<file path="src/rtl/i2cram_pkg.sv">
// ----------------------------------------------------------------------------
// i2cram_pkg
// Types and constants shared by the I2C register access master.
// ----------------------------------------------------------------------------
package i2cram_pkg;

    localparam int unsigned DEV_ADDR_W   = 7;
    localparam logic [6:0]  DEV_ADDR_RST = 7'd104;

    localparam logic [1:0]  ACT_TICK  = 2'd0;
    localparam logic [1:0]  ACT_WRITE = 2'd1;
    localparam logic [1:0]  ACT_READ  = 2'd2;

    typedef enum logic [4:0] {
        PH_IDLE   = 5'd0,
        PH_ST_SDA = 5'd1,
        PH_ST_SCL = 5'd2,
        PH_W_DATA = 5'd3,
        PH_W_HIGH = 5'd4,
        PH_W_LOW  = 5'd5,
        PH_A_REL  = 5'd6,
        PH_A_HIGH = 5'd7,
        PH_A_LOW  = 5'd8,
        PH_P1_SDA = 5'd9,
        PH_P1_SCL = 5'd10,
        PH_P1_REL = 5'd11,
        PH_RS_SDA = 5'd12,
        PH_RS_SCL = 5'd13,
        PH_R_REL  = 5'd14,
        PH_R_HIGH = 5'd15,
        PH_R_LOW  = 5'd16,
        PH_N_SDA  = 5'd17,
        PH_N_HIGH = 5'd18,
        PH_N_LOW  = 5'd19,
        PH_SP_SDA = 5'd20,
        PH_SP_SCL = 5'd21,
        PH_SP_REL = 5'd22
    } phase_t;

    typedef enum logic [1:0] {
        SEL_DEV_W = 2'd0,
        SEL_REG   = 2'd1,
        SEL_DATA  = 2'd2,
        SEL_DEV_R = 2'd3
    } byte_sel_t;

    typedef struct packed {
        phase_t    phase;
        logic [3:0] bit_count;
        logic [7:0] shift_byte;
        logic       is_read;
        logic [7:0] lat_reg;
        logic [7:0] lat_data;
        logic [7:0] rx_byte;
        logic       scl;
        logic       sda;
        byte_sel_t  sel;
    } seq_state_t;

    localparam seq_state_t SEQ_STATE_RST = '{
        phase:      PH_IDLE,
        bit_count:  4'd0,
        shift_byte: 8'd0,
        is_read:    1'b0,
        lat_reg:    8'd0,
        lat_data:   8'd0,
        rx_byte:    8'd0,
        scl:        1'b1,
        sda:        1'b1,
        sel:        SEL_DEV_W
    };

endpackage

</file>
<file path="src/rtl/i2cram_step.sv">
// ----------------------------------------------------------------------------
// i2cram_step
// One line change of the I2C sequence: next sequencer state from the current
// state and one transaction on the input channel.
// ----------------------------------------------------------------------------
module i2cram_step
    import i2cram_pkg::*;
(
    input  seq_state_t st,
    input  logic [1:0] action,
    input  logic [7:0] reg_address,
    input  logic [7:0] write_data,
    input  logic       sda_in,
    input  logic [6:0] device_address,
    output seq_state_t st_next,
    output logic       done,
    output logic       nack
);

    always_comb begin
        st_next = st;
        done    = 1'b0;
        nack    = 1'b0;
        if (action == ACT_WRITE || action == ACT_READ) begin
            if (st.phase == PH_IDLE) begin
                st_next.is_read   = (action == ACT_READ);
                st_next.lat_reg   = reg_address;
                st_next.lat_data  = write_data;
                st_next.bit_count = 4'd0;
                st_next.sel       = SEL_DEV_W;
                st_next.phase     = PH_ST_SDA;
            end
        end else begin
            unique case (st.phase)
                PH_IDLE: begin
                end
                PH_ST_SDA: begin
                    st_next.sda   = 1'b0;
                    st_next.phase = PH_ST_SCL;
                end
                PH_ST_SCL: begin
                    st_next.scl        = 1'b0;
                    st_next.shift_byte = {device_address, 1'b0};
                    st_next.bit_count  = 4'd0;
                    st_next.sel        = SEL_DEV_W;
                    st_next.phase      = PH_W_DATA;
                end
                PH_W_DATA: begin
                    st_next.sda   = st.shift_byte[7];
                    st_next.phase = PH_W_HIGH;
                end
                PH_W_HIGH: begin
                    st_next.scl   = 1'b1;
                    st_next.phase = PH_W_LOW;
                end
                PH_W_LOW: begin
                    st_next.scl        = 1'b0;
                    st_next.shift_byte = {st.shift_byte[6:0], 1'b0};
                    st_next.bit_count  = st.bit_count + 4'd1;
                    st_next.phase      = (st_next.bit_count >= 4'd8) ? PH_A_REL : PH_W_DATA;
                end
                PH_A_REL: begin
                    st_next.sda   = 1'b1;
                    st_next.phase = PH_A_HIGH;
                end
                PH_A_HIGH: begin
                    st_next.scl   = 1'b1;
                    st_next.phase = PH_A_LOW;
                end
                PH_A_LOW: begin
                    st_next.scl = 1'b0;
                    if (sda_in) begin
                        st_next.phase = PH_IDLE;
                        done          = 1'b1;
                        nack          = 1'b1;
                    end else begin
                        unique case (st.sel)
                            SEL_DEV_W: begin
                                st_next.shift_byte = st.lat_reg;
                                st_next.bit_count  = 4'd0;
                                st_next.sel        = SEL_REG;
                                st_next.phase      = PH_W_DATA;
                            end
                            SEL_REG: begin
                                if (st.is_read) begin
                                    st_next.phase = PH_P1_SDA;
                                end else begin
                                    st_next.shift_byte = st.lat_data;
                                    st_next.bit_count  = 4'd0;
                                    st_next.sel        = SEL_DATA;
                                    st_next.phase      = PH_W_DATA;
                                end
                            end
                            SEL_DATA: begin
                                st_next.phase = PH_SP_SDA;
                            end
                            default: begin
                                st_next.phase = PH_R_REL;
                            end
                        endcase
                    end
                end
                PH_P1_SDA: begin
                    st_next.sda   = 1'b0;
                    st_next.phase = PH_P1_SCL;
                end
                PH_P1_SCL: begin
                    st_next.scl   = 1'b1;
                    st_next.phase = PH_P1_REL;
                end
                PH_P1_REL: begin
                    st_next.sda   = 1'b1;
                    st_next.phase = PH_RS_SDA;
                end
                PH_RS_SDA: begin
                    st_next.sda   = 1'b0;
                    st_next.phase = PH_RS_SCL;
                end
                PH_RS_SCL: begin
                    st_next.scl        = 1'b0;
                    st_next.shift_byte = {device_address, 1'b1};
                    st_next.bit_count  = 4'd0;
                    st_next.sel        = SEL_DEV_R;
                    st_next.phase      = PH_W_DATA;
                end
                PH_R_REL: begin
                    st_next.sda        = 1'b1;
                    st_next.shift_byte = 8'd0;
                    st_next.bit_count  = 4'd0;
                    st_next.phase      = PH_R_HIGH;
                end
                PH_R_HIGH: begin
                    st_next.scl   = 1'b1;
                    st_next.phase = PH_R_LOW;
                end
                PH_R_LOW: begin
                    st_next.scl        = 1'b0;
                    st_next.shift_byte = {st.shift_byte[6:0], sda_in};
                    st_next.bit_count  = st.bit_count + 4'd1;
                    st_next.phase      = (st_next.bit_count >= 4'd8) ? PH_N_SDA : PH_R_HIGH;
                end
                PH_N_SDA: begin
                    st_next.sda   = 1'b1;
                    st_next.phase = PH_N_HIGH;
                end
                PH_N_HIGH: begin
                    st_next.scl   = 1'b1;
                    st_next.phase = PH_N_LOW;
                end
                PH_N_LOW: begin
                    st_next.scl   = 1'b0;
                    st_next.phase = PH_SP_SDA;
                end
                PH_SP_SDA: begin
                    st_next.sda   = 1'b0;
                    st_next.phase = PH_SP_SCL;
                end
                PH_SP_SCL: begin
                    st_next.scl   = 1'b1;
                    st_next.phase = PH_SP_REL;
                end
                PH_SP_REL: begin
                    st_next.sda = 1'b1;
                    if (st.is_read) begin
                        st_next.rx_byte = st.shift_byte;
                    end
                    st_next.phase = PH_IDLE;
                    done          = 1'b1;
                end
                default: begin
                    st_next.phase = PH_IDLE;
                end
            endcase
        end
    end

endmodule

</file>
<file path="src/rtl/i2c_register_access_master.sv">
// ----------------------------------------------------------------------------
// i2c_register_access_master
// Pin-level I2C master for single-register reads and writes, one line
// change per input transaction, with an APB port for the target address.
// ----------------------------------------------------------------------------
// The result of each input transaction is registered in the output register.
// Throughput: one transaction per cycle while the output register is empty
// or read; the state register is updated in the same cycle the input is taken.
// Reset: synchronous, active low; lines released, sequencer idle, output
// register empty, device address 0x68.
module i2c_register_access_master
    import i2cram_pkg::*;
(
    input  logic        aclk,
    input  logic        aresetn,
    // tdata: reg_address[7:0], write_data[15:8], sda_in[16], zero [23:17]
    input  logic [23:0] s_tdata,
    // tuser: action[1:0]
    input  logic [1:0]  s_tuser,
    input  logic        s_tvalid,
    output logic        s_tready,
    // tdata: scl_out[0], sda_out[1], busy_res[2], done_res[3], nack_error[4],
    //        read_data[12:5], zero [15:13]
    output logic [15:0] m_tdata,
    output logic        m_tvalid,
    input  logic        m_tready,
    input  logic        psel,
    input  logic        penable,
    input  logic        pwrite,
    input  logic [2:0]  paddr,
    input  logic [31:0] pwdata,
    output logic [31:0] prdata,
    output logic        pready
);

    seq_state_t st_reg;
    seq_state_t st_next;
    logic [DEV_ADDR_W-1:0] dev_addr_reg;
    logic [15:0] m_tdata_reg;
    logic        m_tvalid_reg;
    logic        done;
    logic        nack;
    logic        s_fire;

    assign pready   = 1'b1;
    assign s_tready = !m_tvalid_reg || m_tready;
    assign s_fire   = s_tvalid && s_tready;
    assign m_tdata  = m_tdata_reg;
    assign m_tvalid = m_tvalid_reg;
    assign prdata   = (paddr[2] == 1'b0) ? {25'd0, dev_addr_reg} : 32'd0;

    i2cram_step u_step (
        .st             (st_reg),
        .action         (s_tuser),
        .reg_address    (s_tdata[7:0]),
        .write_data     (s_tdata[15:8]),
        .sda_in         (s_tdata[16]),
        .device_address (dev_addr_reg),
        .st_next        (st_next),
        .done           (done),
        .nack           (nack)
    );

    always_ff @(posedge aclk) begin
        if (!aresetn) begin
            dev_addr_reg <= DEV_ADDR_RST;
        end else if (psel && penable && pwrite && pready && paddr[2] == 1'b0) begin
            dev_addr_reg <= pwdata[DEV_ADDR_W-1:0];
        end
    end

    always_ff @(posedge aclk) begin
        if (!aresetn) begin
            st_reg       <= SEQ_STATE_RST;
            m_tvalid_reg <= 1'b0;
            m_tdata_reg  <= 16'd0;
        end else begin
            if (s_fire) begin
                st_reg       <= st_next;
                m_tvalid_reg <= 1'b1;
                m_tdata_reg  <= {3'd0, st_next.rx_byte, nack, done,
                                 st_next.phase != PH_IDLE, st_next.sda, st_next.scl};
            end else if (m_tready) begin
                m_tvalid_reg <= 1'b0;
            end
        end
    end

endmodule

</file>
<file path="config.mk">
export PLATFORM = sky130hd
export DESIGN_NAME = i2c_register_access_master
export DESIGN_NICKNAME = d
export VERILOG_FILES = /design/src/rtl/i2cram_pkg.sv /design/src/rtl/i2cram_step.sv /design/src/rtl/i2c_register_access_master.sv
export SDC_FILE = /design/constraint.sdc
export NUM_CORES = 1
export LEC_CHECK = 0
export ABC_AREA = 1
export BUFFER_PORTS_ARGS = -buffer_cell sky130_fd_sc_hd__buf_2
export CAP_MARGIN = 20
export CORE_MARGIN = 2
export CORE_UTILIZATION = 50
export CTS_CLUSTER_DIAMETER = 30
export DETAILED_ROUTE_END_ITERATION = 16
export PLACE_DENSITY = 0.77
export SLEW_MARGIN = 5
export SYNTH_ARGS = -nofsm -noshare
export SYNTH_HDL_FRONTEND = slang
export SYNTH_HIERARCHICAL = 1
export SYNTH_SLANG_ARGS = --single-unit
</file>
<file path="constraint.sdc">
create_clock -name aclk -period 1.8 [get_ports aclk]
set_input_delay 0.09 -clock aclk [delete_from_list [all_inputs] [get_ports aclk]]
set_output_delay 0.09 -clock aclk [all_outputs]
set_load 0.01 [all_outputs]
</file>
==> results of run 1 <==
## cells in the mapped netlist
cell	count
a21oi_1	29
nor2_4	6
buf_6	3
buf_8	2
nand3_1	32
buf_4	38
clkbuf_1	8
mux2_4	4
inv_4	1
nand3_2	1
mux2_2	6
o22ai_1	1
nand4_4	2
o21ai_0	79
o211ai_1	6
o21ai_1	1
buf_2	11
nor2_1	146
inv_1	60
nand4_1	2
a31oi_1	3
nor2_2	13
nor3_1	4
nand2_2	3
xor2_1	2
nand2_1	143
o21bai_1	1
ha_1	2
nand2_4	4
inv_2	3
conb_1	2
dfxtp_1	59
## what timing repair did
item                       4_1_cts  5_1_grt
hold buffers                     3        0
resized for setup               22       74
setup endpoints to repair       30       46
cloned                           0        0
setup buffers                    1       20
hold endpoints to repair         3        0
pin swaps                        2       27
## power groups by stage
| stage | logic (mW) | clock network, mW | registers (mW) |
|---|---|---|---|
| floorplan | 0.790 | 0 | 1.53 |
| global placement | 1.08 | 0 | 1.54 |
| detailed placement | 1.10 | 0 | 1.54 |
| CTS | 1.14 | 1.22 | 1.51 |
| global route | 1.47 | 1.28 | 1.53 |
| finish | 1.33 | 1.21 | 1.52 |
## layer usage
layer | vias to the layer above | global-route usage | routed length (microns)
li1 | 2310 | - | -
met1 | 2094 | 0.3816 | 5781
met2 | 181 | 0.4167 | 5661
met3 | 14 | 0.03794 | 802
met4 | 0 | 0.06548 | 147
met5 | - | 0 | 0
## final cells by class
cell class | count | area (sq um)
Clock inverter | 5 | 52.55
Tap cell | 105 | 131.4
Clock buffer | 11 | 141.4
Fill cell | 730 | 2734
Multi-Input combinational cell | 519 | 2664
Timing Repair Buffer | 139 | 1013
Sequential cell | 59 | 1191
Inverter | 64 | 247.7
## kinds of logic after synthesis
| family | count (synthesis) | synth area share |
|---|---|---|
| AO/OA/AOI/OAI | 120 | 0.1483 |
| XOR/XNOR | 2 | 0.004170 |
| adder cells (fa/ha/maj) | 2 | 0.005955 |
| buffers and inverters | 126 | 0.1611 |
| flip-flops | 59 | 0.2811 |
| multiplexers | 10 | 0.03037 |
| other | 2 | 0.001787 |
| AND/OR/NAND/NOR | 356 | 0.3672 |
## worst max-delay path, delay by kind of cell (launching register included)
kind                   cells  cell delay, ns
and+or+nand+nor            8            0.64
buffers and inverters      4            0.39
DFF                        1            0.33
AOI/OAI and AO/OA          3            0.33
## final timing paths
check / end / cells after the start
max: m_tdata[2] / 15
min: dev_addr_reg[1] / 3
max reg2reg: m_tdata[2] / 15
min reg2reg: m_tdata[1] / 2
## through the flow
step	setup TNS [ns]	instances	instance area [sq um]	hold slack (ns)	worst slack, ns
detailed placement	-1.255	862	4751	0.2969	-0.2050
finish	0	902	5441	0.01765	0.01466
floorplan	0	704	4303	0.2032	0.1741
CTS	-0.01838	882	5039	0.006844	-0.009942
global placement	-1.185	862	4751	0.2920	-0.1548
global route	-1.718	902	5441	0.02463	-0.1419
==> results.toml, run 1 <==
[status]
status = "finished, final reports clean"

[finish]
nets = 862
utilization = 0.6656
final_cell_mix = "nor2_1 (134), nand2_1 (128), buf_4 (67)"
antennaDiodeCount = 0
area_delta_synth_final_pct = 29.51
final_common_cell = "nor2_1"
drive_above_1_share = 0.3024
largest_register_ffs = 46

[setup_path]
required_ns = 2.06
start_kind = "register"
crit_start = "st_reg[43]"
arrival_ns = 2.04
endpoint_kind = "register"
worst-setup-path-type = "register to register"
cpMaxStageDelayCell = "dfxtp_2"
cp_cell_sequence = "buf_6 > inv_4 > nand3_4 > buf_6 > nor2_4 > nand2_4 > inv_4 > nand2_1 > nand2_1 > o21ai_1 > o21ai_1 > nor2_1 > nand3_1 > nand2_1 > a21oi_1"
r2r-start = "st_reg[43]"
max_stage_delay_ns = 0.33
r2r_slack_ns = 0.01
cp_common_cell = "nand2_1"
cp_max_fo = 5

[drt]
first_iter_violations = 374
drc_errors = 0
routedWlPerCell_microns = 13.74
first_pass_iters = 5
vias = 4599
viasPerCell = 5.099
wl_mm = 12.39
antenna_left = 0

[floorplanning]
io_pins = 119
initial_core_util = 0.5139
die_h_microns = 95.67
die_x_microns = 95.67
die-area_sq_mm = 0.009153
coreArea_sq_mm = 0.008175
num_rows = 33

[sta]
fin_crit_ns = 1.785
maxSlewViolCount = 0
rsz0062_at_grt = "yes"
timing.final.crit_share = 0.9919
finalClockSkew_ns = 0.01459
finalHoldViolations = 0
setup-violations-final = 0
max_freq_ghz = 0.5601

[cts]
path_clk_slew_ns = 0.07
cts_tree = "yes"
clk_latency_ns = 0.33
root_buffer = "clkbuf_8"
cts_htree_levels = 3
numCtsBuffers = 9
clock_path_buffers = 2
clock-sinks = 59

[logic_synthesis]
synth_seq_cells = 59
synth_top_area_frac = 0.2811
synth_top_area_cell = "dfxtp_1"
yosysWarnings = 6
postSynthCellCount = 677
yosysSeqAreaShare = 0.2811
synth_area_sq_mm = 0.004202
synth_area_leaders = "dfxtp_1 (28%), nor2_1 (13%), nand2_1 (13%)"
avgSynthCellArea_sq_um = 6.206
synth_cell_types = 32

[power_and_ir_drop]
sw_frac_of_total = 0.3472
p_switching_mw = 1.411
p_seq_frac = 0.374
total_power_mw = 4.063
peakVddDrop_v = 0.0004284
power.leakage_nw = 2.752
internal-power_mw = 2.652
power.clock.fraction = 0.298
comb_power_share = 0.329
p_per_area_mw_per_mm2 = 746.7

[place]
hpwl_mm = 8.814
place_congestion = 0.9913
portBuffers = 55

[global_route]
gr-usage-all-layers = 0.2654
grt_pass1_vias = 4010
grt_pass1_wl_mm = 19.09
grt_max_degree = 42
grt-ovfl-total = 0
antenna_found_initial = 0

[hold_path]
min_from = "pwdata[1]"
min_path_type = "input pin to register"

[job]
drv_cap = 0
Note: power is estimated with default switching activity, not from simulation.
==> run 2, diff against run 1 <==
PLACE_DENSITY = 0.79   (was 0.77)
SYNTH_HIERARCHICAL = unset   (was 1)
==> results.toml, run 2 <==
[cts]
cts_tree = "yes"
numCtsBuffers = 9
cts_htree_levels = 3
path_clk_slew_ns = 0.07
clk_latency_ns = 0.34
clock-sinks = 59
clock_path_buffers = 2
root_buffer = "clkbuf_8"

[global_route]
antenna_found_initial = 0
grt-ovfl-total = 0
grt_pass1_vias = 3409
gr-usage-all-layers = 0.2532
grt_pass1_wl_mm = 15.32
grt_max_degree = 40

[finish]
drive_above_1_share = 0.2308
seqCellArea_sq_mm = 0.001189
antennaDiodeCount = 0
largest_register_ffs = 46
final_cell_mix = "nand2_1 (97), nor2_1 (95), dfxtp_1 (55), buf_2 (55), o21ai_0 (51)"
area_delta_synth_final_pct = 21.96
fillers = 609
nets = 689
final_common_cell = "nand2_1"
utilization = 0.6326
multi_input_area_sq_mm = 0.001941

[power_and_ir_drop]
peakVddDrop_v = 0.0006479
p_per_area_mw_per_mm2 = 742.6
total_power_mw = 3.209
power.leakage_nw = 2.074

[setup_path]
r2r-start = "st_reg[43]"
crit_start = "st_reg[43]"
worst-setup-path-type = "register to register"
crit_buf_inv = 2
endpoint_kind = "register"
arrival_ns = 1.99
max_stage_delay_ns = 0.40
required_ns = 2.04
cpMaxStageDelayCell = "dfxtp_2"
path_delay_family = "simple AND/OR/NAND/NOR gates"
r2r_slack_ns = 0.05
cp_max_fo = 9
cp_cell_sequence = "inv_1 > nand2_1 > nor2_4 > nand2_4 > nor2_2 > buf_4 > a22oi_1 > o21ai_0 > nor3_1 > nor2_1"
start_kind = "register"

[drt]
wl_mm = 9.691
vias = 3727
drc_errors = 0
first_pass_iters = 5
viasPerCell = 5.176
first_iter_violations = 270
routedWlPerCell_microns = 13.46
antenna_left = 0

[floorplanning]
die_h_microns = 88.19
io_pins = 119
die_x_microns = 88.19
initial_core_util = 0.5187
die-area_sq_mm = 0.007777
num_rows = 30
coreArea_sq_mm = 0.006832

[logic_synthesis]
synth-edff-count = 0
synth_top_area_frac = 0.3333
synth_area_leaders = "dfxtp_1 (33%), nor2_1 (11%), nand2_1 (10%)"
avgSynthCellArea_sq_um = 6.599
yosysWarnings = 0
yosysSeqAreaShare = 0.3333
synthMostInstantiatedCell = "nor2_1"
synth_commonest_cells = "nor2_1 (101), nand2_1 (98), dfxtp_1 (59)"
synth_area_sq_mm = 0.003543
synthFlopType = "dfxtp_1"
synth_seq_cells = 59
postSynthCellCount = 537
synthArstFlopShare = 0
synth_cell_types = 35
synth_top_area_cell = "dfxtp_1"

[sta]
fin_crit_ns = 1.747
finalClockSkew_ns = 0.008415
tns_ns = 0
max_freq_ghz = 0.5724
finalHoldViolations = 0
maxSlewViolCount = 0
fin_ws_ns = 0.05296
rsz0062_at_grt = "yes"
timing.final.crit_share = 0.9706
setup-violations-final = 0
holdWs_ns = 0.01037

[place]
portBuffers = 55
hpwl_mm = 6.889
place_ws_ns = -0.04275
place_congestion = 0.9485

[hold_path]
min_from = "s_tdata[15]"
min_path_type = "input pin to register"

[status]
status = "finished, final reports clean"

[job]
drv_cap = 0
-- run 2: changes by cell type in the layout (fill, tap and decap cells not counted), moves of 10 or more --
cell,change
inv_1,-18
buf_4,-41
nand2_1,-31
o21ai_1,-13
nor2_2,-10
nor2_1,-39
dlygate4sd3_1,+15
o21ai_0,-10
-- run 2: path summary, 6_finish.rpt --
| path | endpoint | cells past startpoint |
|---|---|---|
| setup / recovery | st_reg[30] | 10 |
| hold / removal | st_reg[19] | 3 |
| setup reg to reg | st_reg[30] | 10 |
| hold reg to reg | m_tdata[3] | 2 |
-- run 2: cells by family after synthesis --
group                      after synthesis  synth area share
and+or+nand+nor                        262            0.3259
AOI/OAI and AO/OA                      106            0.1631
DFF                                     59            0.3333
adders and majority gates                2          0.007061
other                                    2          0.002119
buffers and inverters                  106            0.1684
-- run 2: final cells by class --
cell class | count | area share
clock buffers | 12 | 0.03822
clock inverters | 4 | 0.01100
inverters | 49 | 0.04372
multi-input cells | 400 | 0.4490
flip-flops and latches | 59 | 0.2750
well taps | 96 | 0.02779
repair buffers | 100 | 0.1552
-- run 2: metrics by stage --
stage | area [sq um] | std cells
3_3_place_gp | 3820 | 682
5_1_grt | 4322 | 720
6_report | 4322 | 720
4_1_cts | 4223 | 716
2_1_floorplan | 3645 | 564
3_5_place_dp | 3820 | 682
-- run 2: what timing repair did --
action,in CTS,in global routing
hold buffers,18,0
pin swaps,0,4
hold endpoints to repair,18,0
setup buffers,0,3
resized for setup,4,22
gates cloned,0,1
setup endpoints to repair,7,18
-- run 2: worst min-delay path, stage by stage --
cell	delay [ns]
buf_2	0.08
nor2_1	0.04
nor2_1	0.10
-- run 2: metal layers --
metal / part of all wire / vias to the layer above / wire length [microns] / GRT usage
met5: 0 / - / 0 / 0
met1: 0.41 / 1721 / 4011 / 0.3098
met2: 0.51 / 139 / 4909 / 0.4340
met3: 0.049 / 27 / 471 / 0.04524
li1: - / 1840 / - / -
met4: 0.031 / 0 / 299 / 0.1116
-- run 2: power by group --
| part | total (mW) | internal [mW] | switching [mW] | leakage, nW |
|---|---|---|---|---|
| registers | 1.43 | 1.38 | 0.0527 | 0.483 |
| logic | 0.492 | 0.182 | 0.311 | 1.48 |
| clock network | 1.28 | 0.747 | 0.537 | 0.108 |
==> run 3, diff against run 2 <==
SETUP_SLACK_MARGIN = 0.1   (was unset)
==> results.toml, run 3 (same netlist as run 2, synthesis figures left out) <==
[place]
portBuffers = 55
place_congestion = 0.9485
hpwl_mm = 6.889
place_inst = 682

[drt]
first_iter_violations = 325
wl_mm = 10.11
antenna_left = 0
first_pass_iters = 6
drc_errors = 0
vias = 3820
routedWlPerCell_microns = 13.93
viasPerCell = 5.262

[floorplanning]
die_h_microns = 88.19
io_pins = 119
die_x_microns = 88.19
coreArea_sq_mm = 0.006832
die-area_sq_mm = 0.007777
initial_core_util = 0.5187
num_rows = 30

[hold_path]
min_path_type = "input pin to register"
min_from = "s_tdata[15]"

[power_and_ir_drop]
power.leakage_nw = 2.163
peakVddDrop_v = 0.0006492
p_per_area_mw_per_mm2 = 711.2
total_power_mw = 3.240

[setup_path]
r2r-start = "st_reg[45]"
crit_start = "st_reg[45]"
endpoint_kind = "register"
cp_max_fo = 5
required_ns = 2.03
start_kind = "register"
worst-setup-path-type = "register to register"
arrival_ns = 1.92

[sta]
finalHoldViolations = 0
rsz0062_at_grt = "yes"
holdWs_ns = 0.009867
maxSlewViolCount = 0
setup-violations-final = 0
fin_crit_ns = 1.692
max_freq_ghz = 0.5911
timing.final.crit_share = 0.9399
finalClockSkew_ns = 0.006613
tns_ns = 0

[cts]
numCtsBuffers = 9
clock-sinks = 59
root_buffer = "clkbuf_8"
cts_tree = "yes"
cts_htree_levels = 3
clk_latency_ns = 0.34
path_clk_slew_ns = 0.07
clock_path_buffers = 2

[global_route]
gr-usage-all-layers = 0.2577
grt_pass1_vias = 3455
grt_pass1_wl_mm = 15.59
antenna_found_initial = 0
grt-ovfl-total = 0
grt_max_degree = 40

[finish]
fin_cells = 726
area_delta_synth_final_pct = 28.57
fillers = 562
final_common_cell = "nor2_1"
nets = 695
antennaDiodeCount = 0
seqCellArea_sq_mm = 0.001199
largest_register_ffs = 46
drive_above_1_share = 0.2873
multi_input_area_sq_mm = 0.002082
final_cell_mix = "nor2_1 (92), nand2_1 (86), buf_2 (55)"

[job]
drv_cap = 0

[status]
status = "finished, final reports clean"
-- run 3: path summary, 6_finish.rpt --
path	to	cells after the start	slack [ns]
max	st_reg[36]	9	0.11
min	st_reg[19]	3	0.01
max reg2reg	st_reg[36]	9	0.11
min reg2reg	m_tdata[3]	2	0.47
-- run 3: layer usage --
metal,GRT usage,vias up,wire length [microns]
li1,-,1854,-
met1,0.3150,1766,4068
met2,0.4409,162,5165
met3,0.04618,38,528
met4,0.1157,0,352
met5,0,-,0
-- run 3: critical path: stages (launching register included) --
cell,delay (ns)
dfxtp_2,0.33
inv_2,0.11
nand3_1,0.15
nor2_2,0.27
nor2_4,0.08
nand4_1,0.14
buf_4,0.14
a21oi_1,0.09
nor3_4,0.21
nor2_2,0.07
-- run 3: layout make-up --
| type | instances | area share |
|---|---|---|
| clock buffers | 12 | 0.03625 |
| flip-flops and latches | 59 | 0.2631 |
| inverters | 49 | 0.04257 |
| well taps | 96 | 0.02637 |
| clock inverters | 4 | 0.01044 |
| repair buffers | 106 | 0.1642 |
| multi-input cells | 400 | 0.4570 |
-- run 3: repair_timing --
item                                   CTS  global route
hold buffers                            18             0
cloned                                   1             1
setup endpoints to repair               18            33
buffers inserted                         1             7
gates resized for setup                  9            70
pin swaps                                2            22
endpoints found under the hold margin   18             0
-- run 3: report_power, final --
part | leakage [nW] | total (mW) | internal, mW | switching, mW
Combinational | 1.57 | 0.514 | 0.191 | 0.323
Clock | 0.108 | 1.29 | 0.748 | 0.544
Sequential | 0.485 | 1.43 | 1.38 | 0.0563
Total | 2.16 | 3.24 | 2.32 | 0.923
-- run 3: metrics by stage --
stage | instance area, sq um | setup slack (ns) | utilization
6_report | 4556 | 0.1081 | 0.6669
5_1_grt | 4556 | 0.03717 | 0.6669
4_1_cts | 4253 | 0.1020 | 0.6225
3_5_place_dp | 3820 | -0.04275 | 0.5592
3_3_place_gp | 3820 | -0.001877 | 0.5592
2_1_floorplan | 3645 | 0.2450 | -
